File: src/sv/hrsp_pkg.sv
// ----------------------------------------------------------------------------
// hrsp_pkg
// Types, codes and match strings for the HTTP request stream parser.
// ----------------------------------------------------------------------------
package hrsp_pkg;

    typedef struct packed {
        logic [7:0] data_byte;
        logic       new_request;
    } in_word_t;

    typedef struct packed {
        logic [1:0]  status;
        logic        keep_alive;
        logic [31:0] body_length;
        logic [15:0] url_offset;
        logic [15:0] url_length;
    } out_word_t;

    localparam logic [1:0] ST_BAD  = 2'd0;
    localparam logic [1:0] ST_OK   = 2'd1;
    localparam logic [1:0] ST_LONG = 2'd2;

    localparam logic [15:0] MAX_LEN_RESET = 16'd2048;

    // lower-case match strings, first character in the low byte
    localparam logic [8*3-1:0]  K_METHOD  = "teg";
    localparam logic [8*8-1:0]  K_VERSION = "1.1/ptth";
    localparam logic [8*7-1:0]  K_PREFIX  = "//:ptth";
    localparam logic [8*11-1:0] K_CONN    = ":noitcennoc";
    localparam logic [8*10-1:0] K_KEEP    = "evila-peek";
    localparam logic [8*15-1:0] K_CLEN    = ":htgnel-tnetnoc";
    localparam logic [8*5-1:0]  K_HOST    = ":tsoh";

endpackage

File: src/sv/http_request_stream_parser.sv
// ----------------------------------------------------------------------------
// http_request_stream_parser
// Byte-wide HTTP/1.1 request line and header parser with one result per request.
// ----------------------------------------------------------------------------
// One request byte is taken per cycle while in_ready is high. Each byte is
// parsed by a single pass of compare logic against the registered parse
// state; a finished verdict is held in an output register and a new byte is
// accepted whenever the result slot is free or being drained in the same
// cycle. Bytes after a result are dropped until new_request.
module http_request_stream_parser #(
    parameter int OFFSET_BITS = 16
) (
    input  logic                clk,
    input  logic                rst_n,
    input  logic                cfg_we,
    input  logic [15:0]         cfg_data,
    input  logic                in_valid,
    output logic                in_ready,
    input  hrsp_pkg::in_word_t  in_data,
    output logic                out_valid,
    input  logic                out_ready,
    output hrsp_pkg::out_word_t out_data
);

    localparam logic [3:0] PH_METHOD     = 4'd0;
    localparam logic [3:0] PH_URL_SKIP   = 4'd1;
    localparam logic [3:0] PH_URL_PREFIX = 4'd2;
    localparam logic [3:0] PH_URL_SEEK   = 4'd3;
    localparam logic [3:0] PH_URL_PATH   = 4'd4;
    localparam logic [3:0] PH_VER_SKIP   = 4'd5;
    localparam logic [3:0] PH_VER        = 4'd6;
    localparam logic [3:0] PH_HDR_NAME   = 4'd7;
    localparam logic [3:0] PH_CONN_SKIP  = 4'd8;
    localparam logic [3:0] PH_CONN_VAL   = 4'd9;
    localparam logic [3:0] PH_LEN_SKIP   = 4'd10;
    localparam logic [3:0] PH_LEN_NUM    = 4'd11;
    localparam logic [3:0] PH_HDR_IGNORE = 4'd12;
    localparam logic [3:0] PH_BODY       = 4'd13;
    localparam logic [3:0] PH_DONE       = 4'd14;

    localparam int OB = (OFFSET_BITS < 16) ? OFFSET_BITS : 16;
    localparam logic [15:0] OFS_MASK = 16'((32'd1 << OB) - 32'd1);

    logic [15:0] max_len_reg;
    logic [3:0]  phase_reg, phase_next;
    logic [3:0]  mpos_reg, mpos_next;
    logic [2:0]  cand_reg, cand_next;
    logic        cr_reg, cr_next;
    logic        empty_reg, empty_next;
    logic        ka_reg, ka_next;
    logic [31:0] len_reg, len_next;
    logic [31:0] body_reg, body_next;
    logic [15:0] cnt_reg, cnt_next;
    logic [15:0] pstart_reg, pstart_next;
    logic [15:0] pbytes_reg, pbytes_next;

    logic                out_valid_reg;
    hrsp_pkg::out_word_t out_reg;

    logic        accept;
    logic        fin;
    logic [1:0]  fin_st;
    logic [7:0]  c, lc;
    logic        blank;

    assign in_ready  = !out_valid_reg || out_ready;
    assign accept    = in_valid && in_ready;
    assign out_valid = out_valid_reg;
    assign out_data  = out_reg;

    assign c     = in_data.data_byte;
    assign lc    = (c >= 8'h41 && c <= 8'h5A) ? c + 8'd32 : c;
    assign blank = (c == 8'h20) || (c == 8'h09);

    // per-byte parse step
    always_comb
    begin
        logic [3:0]  ph;
        logic [3:0]  m;
        logic [2:0]  cd;
        logic [35:0] v;
        logic        conn_path;
        logic        len_path;
        phase_next  = phase_reg;
        mpos_next   = mpos_reg;
        cand_next   = cand_reg;
        cr_next     = cr_reg;
        empty_next  = empty_reg;
        ka_next     = ka_reg;
        len_next    = len_reg;
        body_next   = body_reg;
        cnt_next    = cnt_reg;
        pstart_next = pstart_reg;
        pbytes_next = pbytes_reg;
        fin    = 1'b0;
        fin_st = hrsp_pkg::ST_BAD;
        m  = '0;
        cd = '0;
        v  = '0;
        conn_path = 1'b0;
        len_path  = 1'b0;
        if (in_data.new_request)
        begin
            phase_next = PH_METHOD; mpos_next = '0; cand_next = 3'b111;
            cr_next = 1'b0; empty_next = 1'b1; ka_next = 1'b0; len_next = '0;
            body_next = '0; cnt_next = '0; pstart_next = '0; pbytes_next = '0;
        end
        ph = phase_next;
        if (ph == PH_DONE)
        begin
        end
        else if (cnt_next >= max_len_reg)
        begin
            fin = 1'b1; fin_st = hrsp_pkg::ST_LONG;
        end
        else
        begin
            cnt_next = cnt_next + 16'd1;
            if (ph == PH_BODY)
            begin
                body_next = body_next + 32'd1;
                if (body_next >= len_next)
                begin
                    fin = 1'b1; fin_st = hrsp_pkg::ST_OK;
                end
            end
            else if (cr_next)
            begin
                cr_next = 1'b0;
                if (c != 8'h0A)
                    fin = 1'b1;
                else if (ph != PH_VER && empty_next)
                begin
                    if (len_next == '0)
                    begin
                        fin = 1'b1; fin_st = hrsp_pkg::ST_OK;
                    end
                    else
                    begin
                        phase_next = PH_BODY; body_next = '0;
                    end
                end
                else
                begin
                    phase_next = PH_HDR_NAME; mpos_next = '0;
                    cand_next = 3'b111; empty_next = 1'b1;
                end
            end
            else if (c == 8'h0D)
            begin
                if (ph <= PH_VER && !(ph == PH_VER && mpos_next == 4'd8))
                    fin = 1'b1;
                else
                    cr_next = 1'b1;
            end
            else if (c == 8'h0A)
                fin = 1'b1;
            else
            begin
                case (ph)
                    PH_METHOD:
                    begin
                        if (blank)
                        begin
                            if (mpos_next != 4'd3) fin = 1'b1;
                            else phase_next = PH_URL_SKIP;
                        end
                        else if (mpos_next < 4'd3 &&
                                 lc == hrsp_pkg::K_METHOD[mpos_next[1:0]*8 +: 8])
                            mpos_next = mpos_next + 4'd1;
                        else
                            fin = 1'b1;
                    end
                    PH_URL_SKIP:
                    begin
                        if (blank)
                        begin
                        end
                        else if (c == 8'h2F)
                        begin
                            pstart_next = cnt_reg & {16{!in_data.new_request}};
                            pbytes_next = 16'd1; phase_next = PH_URL_PATH;
                        end
                        else if (lc == 8'h68)
                        begin
                            mpos_next = 4'd1; phase_next = PH_URL_PREFIX;
                        end
                        else
                            fin = 1'b1;
                    end
                    PH_URL_PREFIX:
                    begin
                        if (!blank && mpos_next < 4'd7 &&
                            lc == hrsp_pkg::K_PREFIX[mpos_next[2:0]*8 +: 8])
                        begin
                            mpos_next = mpos_next + 4'd1;
                            if (mpos_next == 4'd7) phase_next = PH_URL_SEEK;
                        end
                        else
                            fin = 1'b1;
                    end
                    PH_URL_SEEK:
                    begin
                        if (blank) fin = 1'b1;
                        else if (c == 8'h2F)
                        begin
                            pstart_next = cnt_reg & {16{!in_data.new_request}};
                            pbytes_next = 16'd1; phase_next = PH_URL_PATH;
                        end
                    end
                    PH_URL_PATH:
                    begin
                        if (blank)
                        begin
                            phase_next = PH_VER_SKIP; mpos_next = '0;
                        end
                        else if (pbytes_next != 16'hFFFF)
                            pbytes_next = pbytes_next + 16'd1;
                    end
                    PH_VER_SKIP:
                    begin
                        if (blank)
                        begin
                        end
                        else if (lc != hrsp_pkg::K_VERSION[7:0])
                            fin = 1'b1;
                        else
                        begin
                            mpos_next = 4'd1; phase_next = PH_VER;
                        end
                    end
                    PH_VER:
                    begin
                        if (!blank && mpos_next < 4'd8 &&
                            lc == hrsp_pkg::K_VERSION[mpos_next[2:0]*8 +: 8])
                            mpos_next = mpos_next + 4'd1;
                        else
                            fin = 1'b1;
                    end
                    PH_HDR_NAME:
                    begin
                        empty_next = 1'b0;
                        m  = mpos_next;
                        cd = cand_next;
                        if (!(m < 4'd11 && lc == hrsp_pkg::K_CONN[m*8 +: 8])) cd[0] = 1'b0;
                        if (!(m < 4'd15 && lc == hrsp_pkg::K_CLEN[m*8 +: 8])) cd[1] = 1'b0;
                        if (!(m < 4'd5 && lc == hrsp_pkg::K_HOST[m[2:0]*8 +: 8]))
                            cd[2] = 1'b0;
                        m = m + 4'd1;
                        cand_next = cd;
                        mpos_next = m;
                        if (cd[0] && m == 4'd11) phase_next = PH_CONN_SKIP;
                        else if (cd[1] && m == 4'd15)
                        begin
                            phase_next = PH_LEN_SKIP; len_next = '0;
                        end
                        else if (cd[2] && m == 4'd5) phase_next = PH_HDR_IGNORE;
                        else if (cd == 3'b000) phase_next = PH_HDR_IGNORE;
                    end
                    PH_CONN_SKIP:
                    begin
                        if (!blank)
                        begin
                            mpos_next = '0; conn_path = 1'b1;
                        end
                    end
                    PH_CONN_VAL: conn_path = 1'b1;
                    PH_LEN_SKIP:
                    begin
                        if (!blank)
                        begin
                            phase_next = PH_LEN_NUM; len_path = 1'b1;
                        end
                    end
                    PH_LEN_NUM: len_path = 1'b1;
                    default:
                    begin
                    end
                endcase
                // keep-alive value match
                if (conn_path)
                begin
                    phase_next = PH_CONN_VAL;
                    if (mpos_next < 4'd10 && lc == hrsp_pkg::K_KEEP[mpos_next*8 +: 8])
                    begin
                        mpos_next = mpos_next + 4'd1;
                        if (mpos_next == 4'd10)
                        begin
                            ka_next = 1'b1; phase_next = PH_HDR_IGNORE;
                        end
                    end
                    else
                        phase_next = PH_HDR_IGNORE;
                end
                // saturating decimal accumulate
                if (len_path)
                begin
                    if (c >= 8'h30 && c <= 8'h39)
                    begin
                        v = ({4'd0, len_next} << 3) + ({4'd0, len_next} << 1)
                            + {32'd0, c[3:0]};
                        len_next = (v[35:32] != 4'd0) ? 32'hFFFF_FFFF : v[31:0];
                    end
                    else
                        phase_next = PH_HDR_IGNORE;
                end
            end
        end
        if (fin)
            phase_next = PH_DONE;
    end

    // parse state
    always_ff @(posedge clk or negedge rst_n)
    begin
        if (!rst_n)
        begin
            max_len_reg <= hrsp_pkg::MAX_LEN_RESET;
            phase_reg <= PH_METHOD; mpos_reg <= '0; cand_reg <= 3'b111;
            cr_reg <= 1'b0; empty_reg <= 1'b1; ka_reg <= 1'b0; len_reg <= '0;
            body_reg <= '0; cnt_reg <= '0; pstart_reg <= '0; pbytes_reg <= '0;
        end
        else
        begin
            if (cfg_we)
                max_len_reg <= cfg_data;
            if (accept)
            begin
                phase_reg <= phase_next; mpos_reg <= mpos_next;
                cand_reg <= cand_next; cr_reg <= cr_next; empty_reg <= empty_next;
                ka_reg <= ka_next; len_reg <= len_next; body_reg <= body_next;
                cnt_reg <= cnt_next; pstart_reg <= pstart_next;
                pbytes_reg <= pbytes_next;
            end
        end
    end

    // result register
    always_ff @(posedge clk or negedge rst_n)
    begin
        if (!rst_n)
            out_valid_reg <= 1'b0;
        else if (accept)
            out_valid_reg <= fin;
        else if (out_ready)
            out_valid_reg <= 1'b0;
    end

    always_ff @(posedge clk)
    begin
        if (accept && fin)
        begin
            out_reg.status      <= fin_st;
            out_reg.keep_alive  <= (fin_st == hrsp_pkg::ST_OK) && ka_next;
            out_reg.body_length <= (fin_st == hrsp_pkg::ST_OK) ? len_next : '0;
            out_reg.url_offset  <= (fin_st == hrsp_pkg::ST_OK) ? pstart_next & OFS_MASK : '0;
            out_reg.url_length  <= (fin_st == hrsp_pkg::ST_OK) ? pbytes_next & OFS_MASK : '0;
        end
    end

    // checks
    a_err_fields_zero: assert property (@(posedge clk) disable iff (!rst_n)
        out_valid && out_data.status != hrsp_pkg::ST_OK |->
        !out_data.keep_alive && out_data.body_length == '0)
        else $error("error result with nonzero fields");
    a_status_range: assert property (@(posedge clk) disable iff (!rst_n)
        out_valid |-> out_data.status != 2'd3)
        else $error("bad status code");
    a_done_after_result: assert property (@(posedge clk) disable iff (!rst_n)
        accept && fin |=> phase_reg == PH_DONE)
        else $error("parser not done after result");

endmodule
File: config.mk
export PLATFORM = sky130hd
export DESIGN_NAME = http_request_stream_parser
export DESIGN_NICKNAME = d
export VERILOG_FILES = /design/src/sv/hrsp_pkg.sv /design/src/sv/http_request_stream_parser.sv
export SDC_FILE = /design/constraint.sdc
export NUM_CORES = 1
export LEC_CHECK = 0
export BUFFER_PORTS_ARGS = -buffer_cell sky130_fd_sc_hd__buf_2
export CORE_MARGIN = 2
export CORE_UTILIZATION = 50
export DETAILED_ROUTE_END_ITERATION = 12
export GPL_TIMING_DRIVEN = 0
export MAX_ROUTING_LAYER = met4
export PLACE_DENSITY = 0.74
export SLEW_MARGIN = 25
export SYNTH_ARGS = -nofsm -noshare
export SYNTH_HDL_FRONTEND = slang
export SYNTH_SLANG_ARGS = --single-unit
export TNS_END_PERCENT = 20
File: constraint.sdc
create_clock -name clk -period 16.3 [get_ports clk]
set_clock_uncertainty 0.05 [all_clocks]
set_input_delay 0 -clock clk [delete_from_list [all_inputs] [get_ports clk]]
set_output_delay 0 -clock clk [all_outputs]
set_load 0.02 [all_outputs]
==> results.py, run 1 <==
metrics = {
    "run": {
        "cap_violations": 0,
    },
    "worst_setup_path": {
        "critPathKind": "in -> reg",
        "slowest_delay_ps": 890,
        "worstPathMaxFanout": 10,
        "critPathSlowestCell": "buf_1",
        "worstSetupEndpointType": "flip-flop",
        "worst_ep_required_time_ps": 16490,
        "arrival_ps": 10750,
        "cp_common_cell": "clkbuf_1",
        "startpoint_type": "input pin",
    },
    "hold_path": {
        "hold_path_class": "in -> reg",
    },
    "route": {
        "detail_route.drc_violations": 0,
        "first_iter_violations": 2015,
        "vias_per_cell": 6.438,
        "wl_per_cell_um": 23.14,
        "wirelength_mm": 61.67,
        "vias": 17160,
        "antenna_left": 0,
        "first_pass_iters": 8,
    },
    "die": {
        "rows": 66,
        "coreArea_mm2": 0.03254,
        "dieArea_mm2": 0.03452,
        "die_w_um": 185.8,
        "io_pins": 99,
        "start_util_pct": 50.79,
        "die_h_um": 185.8,
    },
    "power_and_ir_drop": {
        "power.total_mw": 1.894,
        "powerDensity_mw_per_mm2": 98.62,
        "power_frac_clock_pct": 34.3,
        "max-vdd-ir-drop_mv": 0.08113,
        "p_switching_mw": 0.6911,
        "comb_power_share_pct": 31.4,
        "switching_share_pct": 36.49,
        "leakage_nw": 8.242,
        "seqPwrFrac_pct": 34.2,
        "p_int_mw": 1.203,
    },
    "sta": {
        "slew_viol_final": 0,
        "hold_violations": 0,
        "setup_viol": 0,
        "finalCritPeriodShare_pct": 64.78,
        "final.setup.worst_slack_ps": 5741,
        "slew_headroom_pct": 26.62,
        "fin_crit_ps": 10560,
        "tns_ps": 0,
        "tightest_slew_ps": 1101,
        "rsz0062_at_grt": "false",
        "timing.fmax_mhz": 94.71,
    },
    "global_route": {
        "grtUsageTotal_pct": 36.56,
        "grt_max_degree": 88,
        "antenna_found_initial": 3,
        "grt_pass1_wl_mm": 94.30,
        "overflow": 0,
        "grt_pass1_vias": 16560,
    },
    "yosys": {
        "synth_cells": 2019,
        "synth_nets": 2182,
        "synth_seq_cells": 210,
        "ys_types": 89,
        "synth_seq_area_share_pct": 33.87,
        "synth_warnings": 0,
        "synth_flop_cell": "dfrtp_1",
        "syn_area_per_cell_um2": 8.185,
        "syn-cell-area_mm2": 0.01653,
        "async_flop_share_pct": 68.10,
        "synth_edf_count": 67,
    },
    "cells_and_area": {
        "syn_to_final_growth_pct": 16.22,
        "fin_nets": 2364,
        "fin_cells": 2665,
        "post-route-util_pct": 59.03,
        "final_layout_size_suffix_gt1_share_pct": 8.960,
        "largest_register_ffs": 67,
    },
    "clock_network": {
        "cts_buffers": 26,
        "clock_latency_ps": 560,
        "cts.path.max_buffers": 3,
        "h-tree-depth": 1,
        "holdBufCountCts": 51,
        "cts_tree": "done",
        "cts-root-buf": "clkbuf_16",
        "path_clk_slew_ps": 70,
        "cts.sinks": 210,
        "post-cts-setup-buffer-count": 0,
        "cts-resized-gates": 0,
    },
    "place": {
        "port-buffer-count": 96,
        "dp.cells": 2564,
        "dp_hpwl_mm": 45.13,
        "place_congestion": 1.028,
        "post-place-ws_ps": 5743,
    },
    "run_status": {
        "outcome": "completed",
    },
}
metal layers:
layer | track usage (%) | up-vias | wire length (um)
met4 | 17.29 | 0 | 3480
met5 | - | - | 0
met2 | 57.64 | 1030 | 27890
met3 | 6.241 | 258 | 5846
li1 | - | 7712 | -
met1 | 45.81 | 8158 | 24460
stage by stage:
| stage | instance area, um2 | hold slack [ps] |
|---|---|---|
| 4_1_cts | 19190 | 58.39 |
| 2_1_floorplan | 16530 | -345.6 |
| 5_1_grt | 19210 | 108.0 |
| 3_3_place_gp | 17560 | 161.4 |
| 6_report | 19210 | 50.70 |
| 3_5_place_dp | 17710 | -82.05 |
cell usage after synthesis, types with 20 or more instances:
library cell	number	area share, %
a21oi_1	163	4.9
buf_1	20	0.45
nor3_1	25	0.76
a22o_1	26	1.4
inv_1	59	1.3
nand4_1	25	0.95
and3_1	29	1.1
nor2b_1	59	2.2
nand2_1	282	6.4
xor2_1	35	1.9
dfrtp_1	138	21
xnor2_1	46	2.4
clkbuf_1	79	1.8
o21ai_0	176	5.3
a21o_1	41	1.9
nand2b_1	25	0.95
a31oi_1	32	1.2
edfxtp_1	67	12
o31ai_1	22	1.0
a21boi_0	20	0.91
nand3_1	74	2.2
nor2_1	176	4.0
ha_1	131	9.9
logic make-up after synthesis:
group / share of synthesized area [%]
AND/OR/NAND/NOR: 22.95
AO/OA/AOI/OAI: 23.57
flip-flops: 33.87
buffers and inverters: 4.035
adder cells (fa/ha/maj): 10.16
XOR/XNOR: 4.293
multiplexers: 1.128
power by group through the flow:
stage	clock [mW]	sequential (mW)	combinational, mW
after global routing	0.671	0.654	0.636
after floorplan	0	0.685	0.327
after CTS	0.651	0.647	0.577
after detailed placement	0	0.656	0.562
after global placement	0	0.660	0.541
final	0.650	0.648	0.596
layout by cell type, fill, tap and decap left out, types with 14 or more instances in the layout:
cell / count
nand2_1: 282
o21ai_0: 176
nor2_1: 175
a21oi_1: 163
dfrtp_1: 138
ha_1: 131
buf_2: 102
clkbuf_1: 81
nand3_1: 74
edfxtp_1: 67
inv_1: 59
nor2b_1: 59
dlygate4sd3_1: 50
xnor2_1: 46
a21o_1: 41
xor2_1: 35
a31oi_1: 32
and3_1: 29
clkbuf_16: 27
a22o_1: 26
nand4_1: 25
nand2b_1: 25
nor3_1: 24
o31ai_1: 22
buf_1: 20
a21boi_0: 20
and2_1: 18
o22ai_1: 16
nor4_1: 16
a22oi_1: 14
o211ai_1: 14
cell type report:
type                            instances  area (um2)
Multi-Input combinational cell       1640       10290
Sequential cell                       210        5597
Antenna cell                            2       5.005
Tap cell                              442       553.0
Inverter                               61       229.0
Clock inverter                         18       254.0
Fill cell                            2990       13330
Timing Repair Buffer                  154        1146
Clock buffer                           30       696.9
Buffer                                108       437.9
worst max-delay path: cells and delay by family:
kind                       cells  cell delay, ps
AOI/OAI and AO/OA              9            1730
xor gates and xnor gates       1             150
adders and majority gates      2             530
buffers and inverters         11            6660
and+or+nand+nor               11            1630
worst paths after layout:
check	start	endpoint	slack [ps]	cells after the start
max	in_data[0]	out_data[34]	5740	34
min	in_valid	len_reg[26]	50	5
max reg2reg	mpos_reg[0]	out_data[33]	6340	32
min reg2reg	pbytes_reg[0]	pbytes_reg[0]	430	2
max in group asynchronous	rst_n	len_reg[30]	15170	4
min in group asynchronous	rst_n	cand_reg[0]	520	3
Note: power is estimated with default switching activity, not from simulation.
==> inputs of run 2 (changes only) <==
==> constraint.sdc (replaced) <==
create_clock -name clk -period 10.1 [get_ports clk]
set_clock_uncertainty 0.05 [all_clocks]
set_input_delay 0 -clock clk [delete_from_list [all_inputs] [get_ports clk]]
set_output_delay 0 -clock clk [all_outputs]
set_load 0.02 [all_outputs]
==> results.py, run 2 (synthesis gave the netlist of run 1 again) <==
metrics = {
    "run_status": {
        "outcome": "completed",
    },
    "route": {
        "antenna_left": 0,
        "vias_per_cell": 6.462,
        "detail_route.drc_violations": 0,
        "wl_per_cell_um": 23.19,
        "first_pass_iters": 6,
        "first_iter_violations": 2115,
        "vias": 17220,
        "wirelength_mm": 61.80,
    },
    "cells_and_area": {
        "final_layout_size_suffix_gt1_share_pct": 9.140,
        "layout_common_cells": "nand2_1 (282), o21ai_0 (176), nor2_1 (174), a21oi_1 (163), dfrtp_1 (138)",
        "post-route-util_pct": 59.07,
        "nFillCells": 2985,
        "multi_input_area_mm2": 0.01029,
        "ff_latch_area_mm2": 0.005597,
        "stdcell_area_mm2": 0.01922,
        "largest_register_ffs": 67,
        "syn_to_final_growth_pct": 16.29,
        "layout_commonest_cell": "nand2_1",
        "fin_nets": 2364,
        "fin_cells": 2665,
    },
    "die": {
        "start_util_pct": 50.79,
        "rows": 66,
        "die_h_um": 185.8,
        "io_pins": 99,
        "die_w_um": 185.8,
        "dieArea_mm2": 0.03452,
        "coreArea_mm2": 0.03254,
    },
    "power_and_ir_drop": {
        "switching_share_pct": 36.53,
        "leakage_nw": 8.255,
        "powerDensity_mw_per_mm2": 159.2,
        "seqPwrFrac_pct": 34.2,
        "p_switching_mw": 1.118,
        "max-vdd-ir-drop_mv": 0.1324,
        "p_int_mw": 1.941,
        "comb_power_share_pct": 31.4,
        "power_frac_clock_pct": 34.4,
        "power.total_mw": 3.059,
    },
    "worst_setup_path": {
        "rr_worst_depth": 32,
        "critPathBufInv": 11,
        "startpoint_type": "input pin",
        "critPathSlowestCell": "clkdlybuf4s15_1",
        "worst_ep_required_time_ps": 10290,
        "r2r-start": "mpos_reg[0]",
        "worstSetupEndpointType": "flip-flop",
        "cp_common_cell": "clkbuf_1",
        "slowest_delay_ps": 770,
        "worstPathMaxFanout": 10,
        "reg2reg_to": "out_data[33]",
        "arrival_ps": 10240,
        "critPathKind": "in -> reg",
        "reg2reg_slack_ps": 580,
        "critical_path.top_delay_family": "buffers and inverters",
    },
    "hold_path": {
        "worst_hold_path.endpoint": "len_reg[26]",
        "hold_path_class": "in -> reg",
        "holdPathStages": 5,
        "min_from": "in_valid",
    },
    "place": {
        "dp_hpwl_mm": 45.13,
        "place_congestion": 1.028,
        "place_area_mm2": 0.01771,
        "dp.cells": 2564,
        "port-buffer-count": 96,
        "post-place-ws_ps": -456.7,
    },
    "global_route": {
        "grtUsageTotal_pct": 36.56,
        "grt_pass1_wl_mm": 94.30,
        "antenna_found_initial": 3,
        "grt_max_degree": 88,
        "grtUsageMet2_pct": 57.64,
        "grt_pass1_vias": 16560,
        "grt_use_met3_pct": 6.241,
        "top_usage_layer": "met2",
        "met1_usage_pct": 45.81,
        "overflow": 0,
    },
    "clock_network": {
        "post-cts-setup-buffer-count": 0,
        "clock_latency_ps": 560,
        "path_clk_slew_ps": 70,
        "cts.sinks": 210,
        "cts-root-buf": "clkbuf_16",
        "cts_buffers": 26,
        "cts_tree": "done",
        "cts.path.max_buffers": 3,
        "h-tree-depth": 1,
    },
    "sta": {
        "fin_crit_ps": 10050,
        "setup_viol": 0,
        "tightest_slew_ps": 1037,
        "timing.fmax_mhz": 99.51,
        "slew_headroom_pct": 30.90,
        "finalCritPeriodShare_pct": 99.50,
        "hold_violations": 0,
        "final.setup.worst_slack_ps": 50.73,
        "slew_viol_final": 0,
        "tns_ps": 0,
        "rsz0062_at_grt": "false",
        "hold_ws_ps": 44.96,
    },
    "run": {
        "cap_violations": 0,
    },
}
[run 2: changes by cell type in the layout (fill, tap and decap cells not counted)]
cell	change
buf_1	-1
clkbuf_1	-3
clkbuf_2	+3
clkdlybuf4s15_1	+1
nor2_1	-1
nor2_2	+1
[run 2: area by class of cell]
type,count,area share [%]
repair buffers,154,5.964
clock inverters,18,1.322
multi-input cells,1640,53.54
well taps,442,2.878
inverters,61,1.191
diodes,2,0.02604
plain buffers,108,2.331
flip-flops and latches,210,29.12
clock buffers,30,3.626
[run 2: worst max-delay path by stage]
stage	from	to	slack [ps]	depth (start not counted)
CTS	in_data[0]	out_data[34]	30	34
finish	in_data[0]	out_data[34]	50	34
global route	in_data[0]	out_data[34]	90	34
global placement	in_data[0]	out_data[52]	-3470	28
detailed placement	in_data[0]	out_data[34]	-460	34
floorplan	in_data[0]	out_data[0]	1790	27
[run 2: worst register-to-register path: cells and delay by family (launching register included)]
family / cells / cell delay [ps]
buffers and inverters: 7 / 1880
AOI/OAI and AO/OA: 12 / 3220
DFF: 1 / 400
xor gates and xnor gates: 1 / 180
and+or+nand+nor: 8 / 2010
adders and majority gates: 3 / 1310
muxes: 1 / 150
[run 2: timing repair]
| action | CTS | global route |
|---|---|---|
| hold buffers | 51 | 0 |
| endpoints found under the setup margin | 0 | 82 |
| gates resized for setup | 0 | 10 |
| hold endpoints to repair | 159 | 0 |
[run 2: metal layers]
metal  share of wire (%)  vias up
li1                    -     7720
met4                 5.6        0
met1                  40     8243
met3                 9.5      240
met5                   0        -
met2                  45     1017
[run 2: power by group through the flow]
stage | Sequential (mW) | Clock, mW | Combinational, mW
after global placement | 1.07 | 0 | 0.873
after floorplan | 1.11 | 0 | 0.528
after global routing | 1.06 | 1.08 | 1.03
final | 1.05 | 1.05 | 0.961
after detailed placement | 1.06 | 0 | 0.906
after CTS | 1.04 | 1.05 | 0.931
